===== src/hdl/tdpc_pkg.sv =====
package tdpc_pkg;

   // Candidate and count width.
   localparam int VALUE_WIDTH = 16;
   // Divisor register: holds sqrt(2^VALUE_WIDTH) plus one step of two, with headroom.
   localparam int DIV_WIDTH = (VALUE_WIDTH + 1) / 2 + 2;
   localparam int SQ_WIDTH = 2 * DIV_WIDTH;
   localparam int BIT_IDX_WIDTH = $clog2(VALUE_WIDTH);
   localparam int QUEUE_DEPTH = 2;
   localparam int QUEUE_PTR_WIDTH = (QUEUE_DEPTH > 1) ? $clog2(QUEUE_DEPTH) : 1;
   localparam int QUEUE_LEVEL_WIDTH = $clog2(QUEUE_DEPTH + 1);

   // Even candidates are filtered out up front, so trial divisors start at three.
   localparam logic [DIV_WIDTH-1:0] FIRST_DIVISOR = DIV_WIDTH'(3);
   localparam logic [SQ_WIDTH-1:0] FIRST_SQUARE = SQ_WIDTH'(9);

   typedef struct packed {
      logic [VALUE_WIDTH-1:0] candidate;
      logic                   restart;
   } req_type;

   typedef struct packed {
      logic                   is_prime;
      logic [VALUE_WIDTH-1:0] prime_count;
   } rsp_type;

   typedef enum logic [1:0] {
      CLS_COMPOSITE,
      CLS_PRIME,
      CLS_TRIAL
   } class_type;

   typedef struct packed {
      req_type   item;
      class_type cls;
   } entry_type;

   typedef struct packed {
      logic full;
      logic empty;
   } queue_status_type;

   typedef enum logic [1:0] {
      ST_IDLE,
      ST_CHECK,
      ST_DIVIDE,
      ST_REPORT
   } back_state_type;

endpackage


===== src/hdl/tdpc_front.sv =====
module tdpc_front (
   input  logic                       clock,
   input  logic                       reset,
   input  logic                       req_valid,
   output logic                       req_stall,
   input  tdpc_pkg::req_type          req_data,
   output logic                       push_valid,
   output tdpc_pkg::entry_type        push_entry,
   input  tdpc_pkg::queue_status_type q_status
);
   import tdpc_pkg::*;

   logic      valid_ff, valid_in;
   entry_type entry_ff, entry_in;
   class_type cls;
   logic      accept;

   // Cheap cases settle here; only odd candidates of five and up need the divider.
   always_comb begin
      if (req_data.candidate < VALUE_WIDTH'(2)) begin
         cls = CLS_COMPOSITE;
      end else if (req_data.candidate < VALUE_WIDTH'(4)) begin
         cls = CLS_PRIME;
      end else if (!req_data.candidate[0]) begin
         cls = CLS_COMPOSITE;
      end else begin
         cls = CLS_TRIAL;
      end
   end

   assign req_stall  = valid_ff && q_status.full;
   assign accept     = req_valid && !req_stall;
   assign push_valid = valid_ff;
   assign push_entry = entry_ff;

   always_comb begin
      valid_in = valid_ff && q_status.full;
      entry_in = entry_ff;
      if (accept) begin
         valid_in = 1'b1;
         entry_in = '{item: req_data, cls: cls};
      end
   end

   always_ff @(posedge clock) begin
      if (reset) begin
         valid_ff <= 1'b0;
      end else begin
         valid_ff <= valid_in;
      end
   end

   always_ff @(posedge clock) begin
      entry_ff <= entry_in;
   end

endmodule


===== src/hdl/tdpc_queue.sv =====
module tdpc_queue (
   input  logic                       clock,
   input  logic                       reset,
   input  logic                       push_valid,
   input  tdpc_pkg::entry_type        push_entry,
   input  logic                       pop,
   output tdpc_pkg::entry_type        head,
   output tdpc_pkg::queue_status_type q_status
);
   import tdpc_pkg::*;

   entry_type                    slots_ff [QUEUE_DEPTH];
   logic [QUEUE_PTR_WIDTH-1:0]   wr_ptr_ff, wr_ptr_in;
   logic [QUEUE_PTR_WIDTH-1:0]   rd_ptr_ff, rd_ptr_in;
   logic [QUEUE_LEVEL_WIDTH-1:0] level_ff, level_in;
   logic                         do_push, do_pop;

   assign q_status.full  = (level_ff == QUEUE_LEVEL_WIDTH'(QUEUE_DEPTH));
   assign q_status.empty = (level_ff == '0);
   assign do_push        = push_valid && !q_status.full;
   assign do_pop         = pop && !q_status.empty;
   assign head           = slots_ff[rd_ptr_ff];

   always_comb begin
      wr_ptr_in = wr_ptr_ff;
      rd_ptr_in = rd_ptr_ff;
      level_in  = level_ff;
      if (do_push) begin
         wr_ptr_in = (wr_ptr_ff == QUEUE_PTR_WIDTH'(QUEUE_DEPTH - 1)) ? '0
                                                                      : wr_ptr_ff + 1'b1;
      end
      if (do_pop) begin
         rd_ptr_in = (rd_ptr_ff == QUEUE_PTR_WIDTH'(QUEUE_DEPTH - 1)) ? '0
                                                                      : rd_ptr_ff + 1'b1;
      end
      if (do_push && !do_pop) begin
         level_in = level_ff + 1'b1;
      end else if (do_pop && !do_push) begin
         level_in = level_ff - 1'b1;
      end
   end

   always_ff @(posedge clock) begin
      if (reset) begin
         wr_ptr_ff <= '0;
         rd_ptr_ff <= '0;
         level_ff  <= '0;
      end else begin
         wr_ptr_ff <= wr_ptr_in;
         rd_ptr_ff <= rd_ptr_in;
         level_ff  <= level_in;
      end
   end

   always_ff @(posedge clock) begin
      if (do_push) begin
         slots_ff[wr_ptr_ff] <= push_entry;
      end
   end

endmodule


===== src/hdl/tdpc_back.sv =====
module tdpc_back (
   input  logic                       clock,
   input  logic                       reset,
   input  tdpc_pkg::queue_status_type q_status,
   input  tdpc_pkg::entry_type        head,
   output logic                       pop,
   output logic                       rsp_valid,
   input  logic                       rsp_stall,
   output tdpc_pkg::rsp_type          rsp_data
);
   import tdpc_pkg::*;

   back_state_type             state_ff, state_in;
   logic [VALUE_WIDTH-1:0]     cand_ff, cand_in;
   logic                       restart_ff, restart_in;
   logic                       prime_ff, prime_in;
   logic [DIV_WIDTH-1:0]       div_ff, div_in;
   logic [SQ_WIDTH-1:0]        sq_ff, sq_in;
   logic [DIV_WIDTH-1:0]       rem_ff, rem_in;
   logic [BIT_IDX_WIDTH-1:0]   idx_ff, idx_in;
   logic [VALUE_WIDTH-1:0]     count_ff, count_in;
   logic                       rsp_valid_ff, rsp_valid_in;
   rsp_type                    rsp_ff, rsp_in;

   logic                       slot_free;
   logic [DIV_WIDTH:0]         shifted;
   logic [DIV_WIDTH:0]         diff;
   logic [DIV_WIDTH-1:0]       rem_next;
   logic [VALUE_WIDTH-1:0]     count_base;
   logic [VALUE_WIDTH-1:0]     count_new;

   // One restoring-remainder step per cycle, MSB of the candidate first.
   assign shifted  = {rem_ff, cand_ff[idx_ff]};
   assign diff     = shifted - {1'b0, div_ff};
   assign rem_next = (shifted >= {1'b0, div_ff}) ? diff[DIV_WIDTH-1:0]
                                                 : shifted[DIV_WIDTH-1:0];

   assign slot_free  = !rsp_valid_ff || !rsp_stall;
   assign count_base = restart_ff ? '0 : count_ff;
   assign count_new  = (prime_ff && (count_base != '1)) ? count_base + 1'b1 : count_base;

   assign rsp_valid = rsp_valid_ff;
   assign rsp_data  = rsp_ff;

   always_comb begin
      state_in     = state_ff;
      cand_in      = cand_ff;
      restart_in   = restart_ff;
      prime_in     = prime_ff;
      div_in       = div_ff;
      sq_in        = sq_ff;
      rem_in       = rem_ff;
      idx_in       = idx_ff;
      count_in     = count_ff;
      rsp_valid_in = rsp_valid_ff && rsp_stall;
      rsp_in       = rsp_ff;
      pop          = 1'b0;
      unique case (state_ff)
         ST_IDLE: begin
            if (!q_status.empty) begin
               pop        = 1'b1;
               cand_in    = head.item.candidate;
               restart_in = head.item.restart;
               prime_in   = (head.cls == CLS_PRIME);
               div_in     = FIRST_DIVISOR;
               sq_in      = FIRST_SQUARE;
               state_in   = (head.cls == CLS_TRIAL) ? ST_CHECK : ST_REPORT;
            end
         end
         ST_CHECK: begin
            if (sq_ff > SQ_WIDTH'(cand_ff)) begin
               // No divisor up to the square root: prime.
               prime_in = 1'b1;
               state_in = ST_REPORT;
            end else begin
               rem_in   = '0;
               idx_in   = BIT_IDX_WIDTH'(VALUE_WIDTH - 1);
               state_in = ST_DIVIDE;
            end
         end
         ST_DIVIDE: begin
            rem_in = rem_next;
            idx_in = idx_ff - 1'b1;
            if (idx_ff == '0) begin
               if (rem_next == '0) begin
                  prime_in = 1'b0;
                  state_in = ST_REPORT;
               end else begin
                  // (d+2)^2 = d^2 + 4d + 4
                  div_in   = div_ff + DIV_WIDTH'(2);
                  sq_in    = sq_ff + SQ_WIDTH'({div_ff, 2'b00}) + SQ_WIDTH'(4);
                  state_in = ST_CHECK;
               end
            end
         end
         ST_REPORT: begin
            if (slot_free) begin
               count_in     = count_new;
               rsp_in       = '{is_prime: prime_ff, prime_count: count_new};
               rsp_valid_in = 1'b1;
               state_in     = ST_IDLE;
            end
         end
         default: begin
            state_in = ST_IDLE;
         end
      endcase
   end

   always_ff @(posedge clock) begin
      if (reset) begin
         state_ff     <= ST_IDLE;
         count_ff     <= '0;
         rsp_valid_ff <= 1'b0;
      end else begin
         state_ff     <= state_in;
         count_ff     <= count_in;
         rsp_valid_ff <= rsp_valid_in;
      end
   end

   always_ff @(posedge clock) begin
      cand_ff    <= cand_in;
      restart_ff <= restart_in;
      prime_ff   <= prime_in;
      div_ff     <= div_in;
      sq_ff      <= sq_in;
      rem_ff     <= rem_in;
      idx_ff     <= idx_in;
      rsp_ff     <= rsp_in;
   end

endmodule


===== src/hdl/trial_division_prime_counter_top.sv =====
// Channel   Dir  Handshake              Word
// req       in   req_valid / req_stall  req_data  (candidate, restart)
// rsp       out  rsp_valid / rsp_stall  rsp_data  (is_prime, prime_count)
//
// 0, 1, 2, 3 and even candidates are settled in the front and need no division.
// Odd candidates of 5 and up run a bit-serial remainder over the 16-bit candidate,
// one remainder pass per odd trial divisor 3, 5, 7, ... while d*d <= candidate; the
// worst case is 127 divisors. All of it runs in the single divider in the back end.
// Reset: synchronous, clears the prime count, the queue and all valid flags.
// Stalls: a two-word queue and the front register keep taking words while the back
// end works; the result register holds its word while rsp_stall is high.
module trial_division_prime_counter_top (
   input  logic              clock,
   input  logic              reset,
   input  logic              req_valid,
   output logic              req_stall,
   input  tdpc_pkg::req_type req_data,
   output logic              rsp_valid,
   input  logic              rsp_stall,
   output tdpc_pkg::rsp_type rsp_data
);
   import tdpc_pkg::*;

   // front -> queue
   logic             push_valid;
   entry_type        push_entry;
   // queue <-> back
   queue_status_type q_status;
   entry_type        head;
   logic             pop;

   // Front: registers the word and sorts out the cases that need no division.
   tdpc_front u_front (
      .clock      (clock),
      .reset      (reset),
      .req_valid  (req_valid),
      .req_stall  (req_stall),
      .req_data   (req_data),
      .push_valid (push_valid),
      .push_entry (push_entry),
      .q_status   (q_status)
   );

   // Short queue decoupling intake from the divider.
   tdpc_queue u_queue (
      .clock      (clock),
      .reset      (reset),
      .push_valid (push_valid),
      .push_entry (push_entry),
      .pop        (pop),
      .head       (head),
      .q_status   (q_status)
   );

   // Back: trial division, running count with saturation, result register.
   tdpc_back u_back (
      .clock     (clock),
      .reset     (reset),
      .q_status  (q_status),
      .head      (head),
      .pop       (pop),
      .rsp_valid (rsp_valid),
      .rsp_stall (rsp_stall),
      .rsp_data  (rsp_data)
   );

endmodule


===== config.mk =====
export PLATFORM = sky130hd
export DESIGN_NAME = trial_division_prime_counter_top
export DESIGN_NICKNAME = d
export VERILOG_FILES = /design/src/hdl/tdpc_pkg.sv /design/src/hdl/tdpc_front.sv /design/src/hdl/tdpc_queue.sv /design/src/hdl/tdpc_back.sv /design/src/hdl/trial_division_prime_counter_top.sv
export SDC_FILE = /design/constraint.sdc
export NUM_CORES = 1
export LEC_CHECK = 0
export ABC_AREA = 1
export ABC_CLOCK_PERIOD_IN_PS = 3700
export BUFFER_PORTS_ARGS = -buffer_cell sky130_fd_sc_hd__buf_2
export CORE_UTILIZATION = 56
export CTS_CLUSTER_DIAMETER = 100
export CTS_CLUSTER_SIZE = 10
export DETAILED_ROUTE_END_ITERATION = 10
export HOLD_SLACK_MARGIN = 0.05
export PLACE_DENSITY = 0.77
export SLEW_MARGIN = 20
export SYNTH_ARGS = -nofsm -noshare
export SYNTH_HDL_FRONTEND = slang
export SYNTH_HIERARCHICAL = 1
export SYNTH_SLANG_ARGS = --single-unit

===== constraint.sdc =====
create_clock -name clock -period 3.7 [get_ports clock]
set_clock_uncertainty 0.2 [all_clocks]
set_input_delay 0.555 -clock clock [delete_from_list [all_inputs] [get_ports clock]]
set_output_delay 0.555 -clock clock [all_outputs]
set_load 0.05 [all_outputs]

==> key figures <==
Min path
  • Worst hold path cell count: 1
  • Hold endpoint: u_front/push_entry[2]
  • Hold path start: req_data[0]
  • Worst Hold Class: in -> reg

Final layout
  • Finished Layout Cells: 1,038
  • Cell area after layout: 0.00911 sq mm
  • Area of the multi-input gates: 0.00303 sq mm
  • Final nets: 917
  • ANT cells: 0
  • Most frequent cells in the layout: 132 x edfxtp_1, 122 x inv_1, 112 x nand2_1
  • Fillers: 1,068
  • Seq. cell area: 0.00446 sq mm
  • Most common cell after layout, fill and taps aside: edfxtp_1
  • Layout cells sized above 1: 15.2%
  • Area Overhead vs Synth: 13.0%
  • Post-layout util: 65.1%

Setup path
  • CP most frequent cell: nand2_1
  • R2R cell count: 19
  • Crit path launch type: register
  • Crit path max-delay family: simple AND/OR/NAND/NOR gates
  • Max stage delay on crit path: 0.42 ns
  • CP max-delay cell: fa_1
  • Critical Path RT: 3.63 ns
  • Setup Crit Path Kind: reg -> reg
  • Reg2reg end: u_back/sq_ff[5]
  • Reg2reg setup slack: 0.25 ns
  • Critical path buffers and inverters: 4
  • Crit path DAT: 3.38 ns
  • Crit Path Max Fanout: 26
  • Cell Chain, Critical Path: buf_4 > nand2_1 > nand3_1 > nand3_1 > nand3_2 > nand2_4 > inv_1 > fa_1 > o21ai_2 > nand2_1 > o311ai_0 > xor2_1 > nand2_1 > o21ai_1 > nor2_1 > nand4_1 > o211ai_1 > inv_1 > buf_12
  • Crit end category: register
  • Worst r2r src: u_back/idx_ff[0]

Die
  • IO Pins: 40
  • Die height: 122 um
  • Initial Utilization: 57.6%
  • Die width: 122 um
  • Die area: 0.0149 sq mm
  • Core area: 0.0140 sq mm
  • Num rows: 43

Placement
  • Dpl cells: 1,003
  • GPL Wtd Cong: 0.922
  • Placed instance area: 0.00848 sq mm
  • Pre-CTS setup slack: 0.0175 ns
  • Dpl hpwl: 10,300 um
  • Port bufs: 39

STA
  • Unrepaired setup endpoints after global routing: false
  • Final min period: 3.45 ns
  • Part of the cycle the worst path needs: 93.2%
  • Setup-failing EPs final: 0
  • Slew HR: 35.8%
  • Smallest hold slack: 0.103 ns
  • Final setup margin: 0.251 ns
  • Final Hold Viols: 0
  • Slew Viols, Final: 0
  • Worst Max-Slew Pin Slew: 0.962 ns
  • Fmax: 0.290 GHz
  • Setup TNS: 0 ns

Power and ir drop
  • Logic gate share of total power: 39.7%
  • Seq pwr share: 36.9%
  • Tot Pwr: 7.43 mW
  • Pleak: 3.83 nW
  • PD cells: 816 mW/mm^2
  • Sw frac: 39.7%
  • Clk pwr share: 23.4%
  • Switch Pwr: 2.95 mW
  • Pint: 4.48 mW
  • Worst ir drop on vdd: 0.447 mV

Route
  • Detail Route met3 WL: 768 um
  • Total number of vias: 5,617
  • Routed wl met2: 7020 um
  • DRC viols: 0
  • DR iter-0 viols: 468
  • Top sig layer: met4
  • Routed Antenna Nets: 0
  • Pre-antenna DRT Iters: 5
  • WL/cell: 14.2 um
  • Sum of routed wire segments on met1: 6710 um
  • Detailed-route wire length: 14,700 um
  • DR vias/cell: 5.41

GRT
  • Aggregate global-route resource usage: 21.2%
  • Vias in the first global route: 5,177
  • Global-route wire length before repair: 24,000 um
  • Largest net degree at the start of global routing: 32
  • Initial antenna violation count: 0
  • Grt ovf: 0

Synth
  • Simple-gate share of the synthesized area: 15.5%
  • Synth Area in Adders: 8.10%
  • Yosys warns: 6
  • Post-synth EDFFs: 132
  • Ys flop type: edfxtp_1
  • #FFs+latches synth: 157
  • Post-synthesis mux area share: 3.12%
  • Sequential share of the synthesized area: 55.4%
  • Cell area after synthesis: 0.00806 sq mm
  • Compound-Gate Fraction of Synth Area: 8.30%
  • Net Count, Synth: 860
  • Avg Cell Area, Syn: 10.2 sq um
  • Asr flop ratio synth: 0%
  • Largest family of logic cells by synthesized area: simple AND/OR/NAND/NOR gates
  • Post-Syn Instances: 788
  • Unique masters post-synth: 46
  • Post-Synth XOR/XNOR Area: 2.50%

Outcome
  • Result of the run: completed

Clocking
  • Num CTS Buffers: 17
  • CTS root buf: clkbuf_16
  • H-tree depth: 4
  • Clk sink count: 157
  • Hold buffer count at CTS: 0
  • Clk slew on worst S/H paths: 0.06 ns
  • CTS tree: yes
  • Clock Latency Late Sink: 0.43 ns
  • Clock Path Buffers: 2

Flow run
  • Max-cap violations: 0
[state kept, by name, summed over array words and instances, names as in the netlist, 2 cells and up, named ones only]
signal              flops
u_back/rem_ff          10
u_queue/level_ff        2
u_queue/slots_ff       38
u_back/count_ff        16
u_back/div_ff           9
u_front/push_entry     19
u_back/sq_ff           17
u_back/cand_ff         16
u_back/idx_ff           4
u_back/state_ff         2
u_back/rsp_data        17
[how the worst max path moves through the flow]
stage / to / depth (start not counted) / slack [ns] / start
floorplan: u_back/div_ff[1] / 17 / 0.13 / u_back/idx_ff[1]
global placement: u_back/sq_ff[11] / 19 / 0.13 / u_back/idx_ff[0]
detailed placement: u_back/div_ff[8] / 19 / 0.02 / u_back/idx_ff[0]
CTS: u_back/sq_ff[15] / 18 / 0.05 / u_back/idx_ff[1]
global route: u_back/sq_ff[6] / 20 / 0.02 / u_back/idx_ff[0]
finish: u_back/sq_ff[5] / 19 / 0.25 / u_back/idx_ff[0]
[area by class of cell]
class                           count  share of cell area, %
Inverter                          125                   5.21
Sequential cell                   157                   49.0
Multi-Input combinational cell    491                   33.3
Timing Repair Buffer               53                   3.43
Clock buffer                       17                   4.67
Clock inverter                     15                   1.92
Tap cell                          180                   2.47
[power by group through the flow]
stage | clock (mW) | combinational [mW] | sequential [mW]
after floorplan | 0 | 2.22 | 2.73
after global placement | 0 | 2.79 | 2.76
after detailed placement | 0 | 2.86 | 2.78
after CTS | 1.77 | 2.91 | 2.74
after global routing | 1.85 | 3.35 | 2.79
final | 1.74 | 2.95 | 2.74
[synthesized netlist by cell type (4+ instances only)]
cell type,instances,area share [%]
ha_1,49,7.6
mux2_2,9,1.3
nand4_1,15,1.2
nor2_2,7,0.54
inv_1,123,5.7
edfxtp_1,132,49
nand2_4,4,0.56
o21ai_0,43,2.7
clkbuf_1,8,0.37
nor3_1,17,1.1
nand2_1,112,5.2
xor2_1,15,1.6
nand3_2,4,0.50
nand3_1,29,1.8
nor2_1,74,3.4
dfxtp_1,25,6.2
mux2_4,10,1.9
a21oi_1,58,3.6
a211oi_1,4,0.37
xnor2_1,8,0.87
[cells by family (layout without fill, tap and decap cells)]
group / Yosys count / in the layout
flip-flops: 157 / 157
AO/OA/AOI/OAI: 123 / 123
AND/OR/NAND/NOR: 275 / 275
multiplexers: 19 / 19
adder cells (fa/ha/maj): 51 / 51
buffers and inverters: 140 / 210
XOR/XNOR: 23 / 23
[timing repair]
| item | in CTS | in global routing |
|---|---|---|
| resized for setup | 0 | 4 |
| cloned | 0 | 0 |
| endpoints found under the setup margin | 7 | 29 |
| setup buffers | 2 | 1 |
[worst register-to-register path, cell delays in order (launching register included)]
cell	delay, ns
edfxtp_1	0.38
buf_4	0.18
nand2_1	0.06
nand3_1	0.07
nand3_1	0.10
nand3_2	0.10
nand2_4	0.11
inv_1	0.07
fa_1	0.42
o21ai_2	0.22
nand2_1	0.07
o311ai_0	0.13
xor2_1	0.18
nand2_1	0.06
o21ai_1	0.10
nor2_1	0.08
nand4_1	0.13
o211ai_1	0.12
inv_1	0.14
buf_12	0.19
[metal layers]
metal,GRT usage (%),vias to the layer above
met3,5.06,17
met1,27.4,2653
met2,34.7,144
met5,0,-
li1,-,2803
met4,7.41,0
No activity file was read; power rests on OpenSTA's default activity.
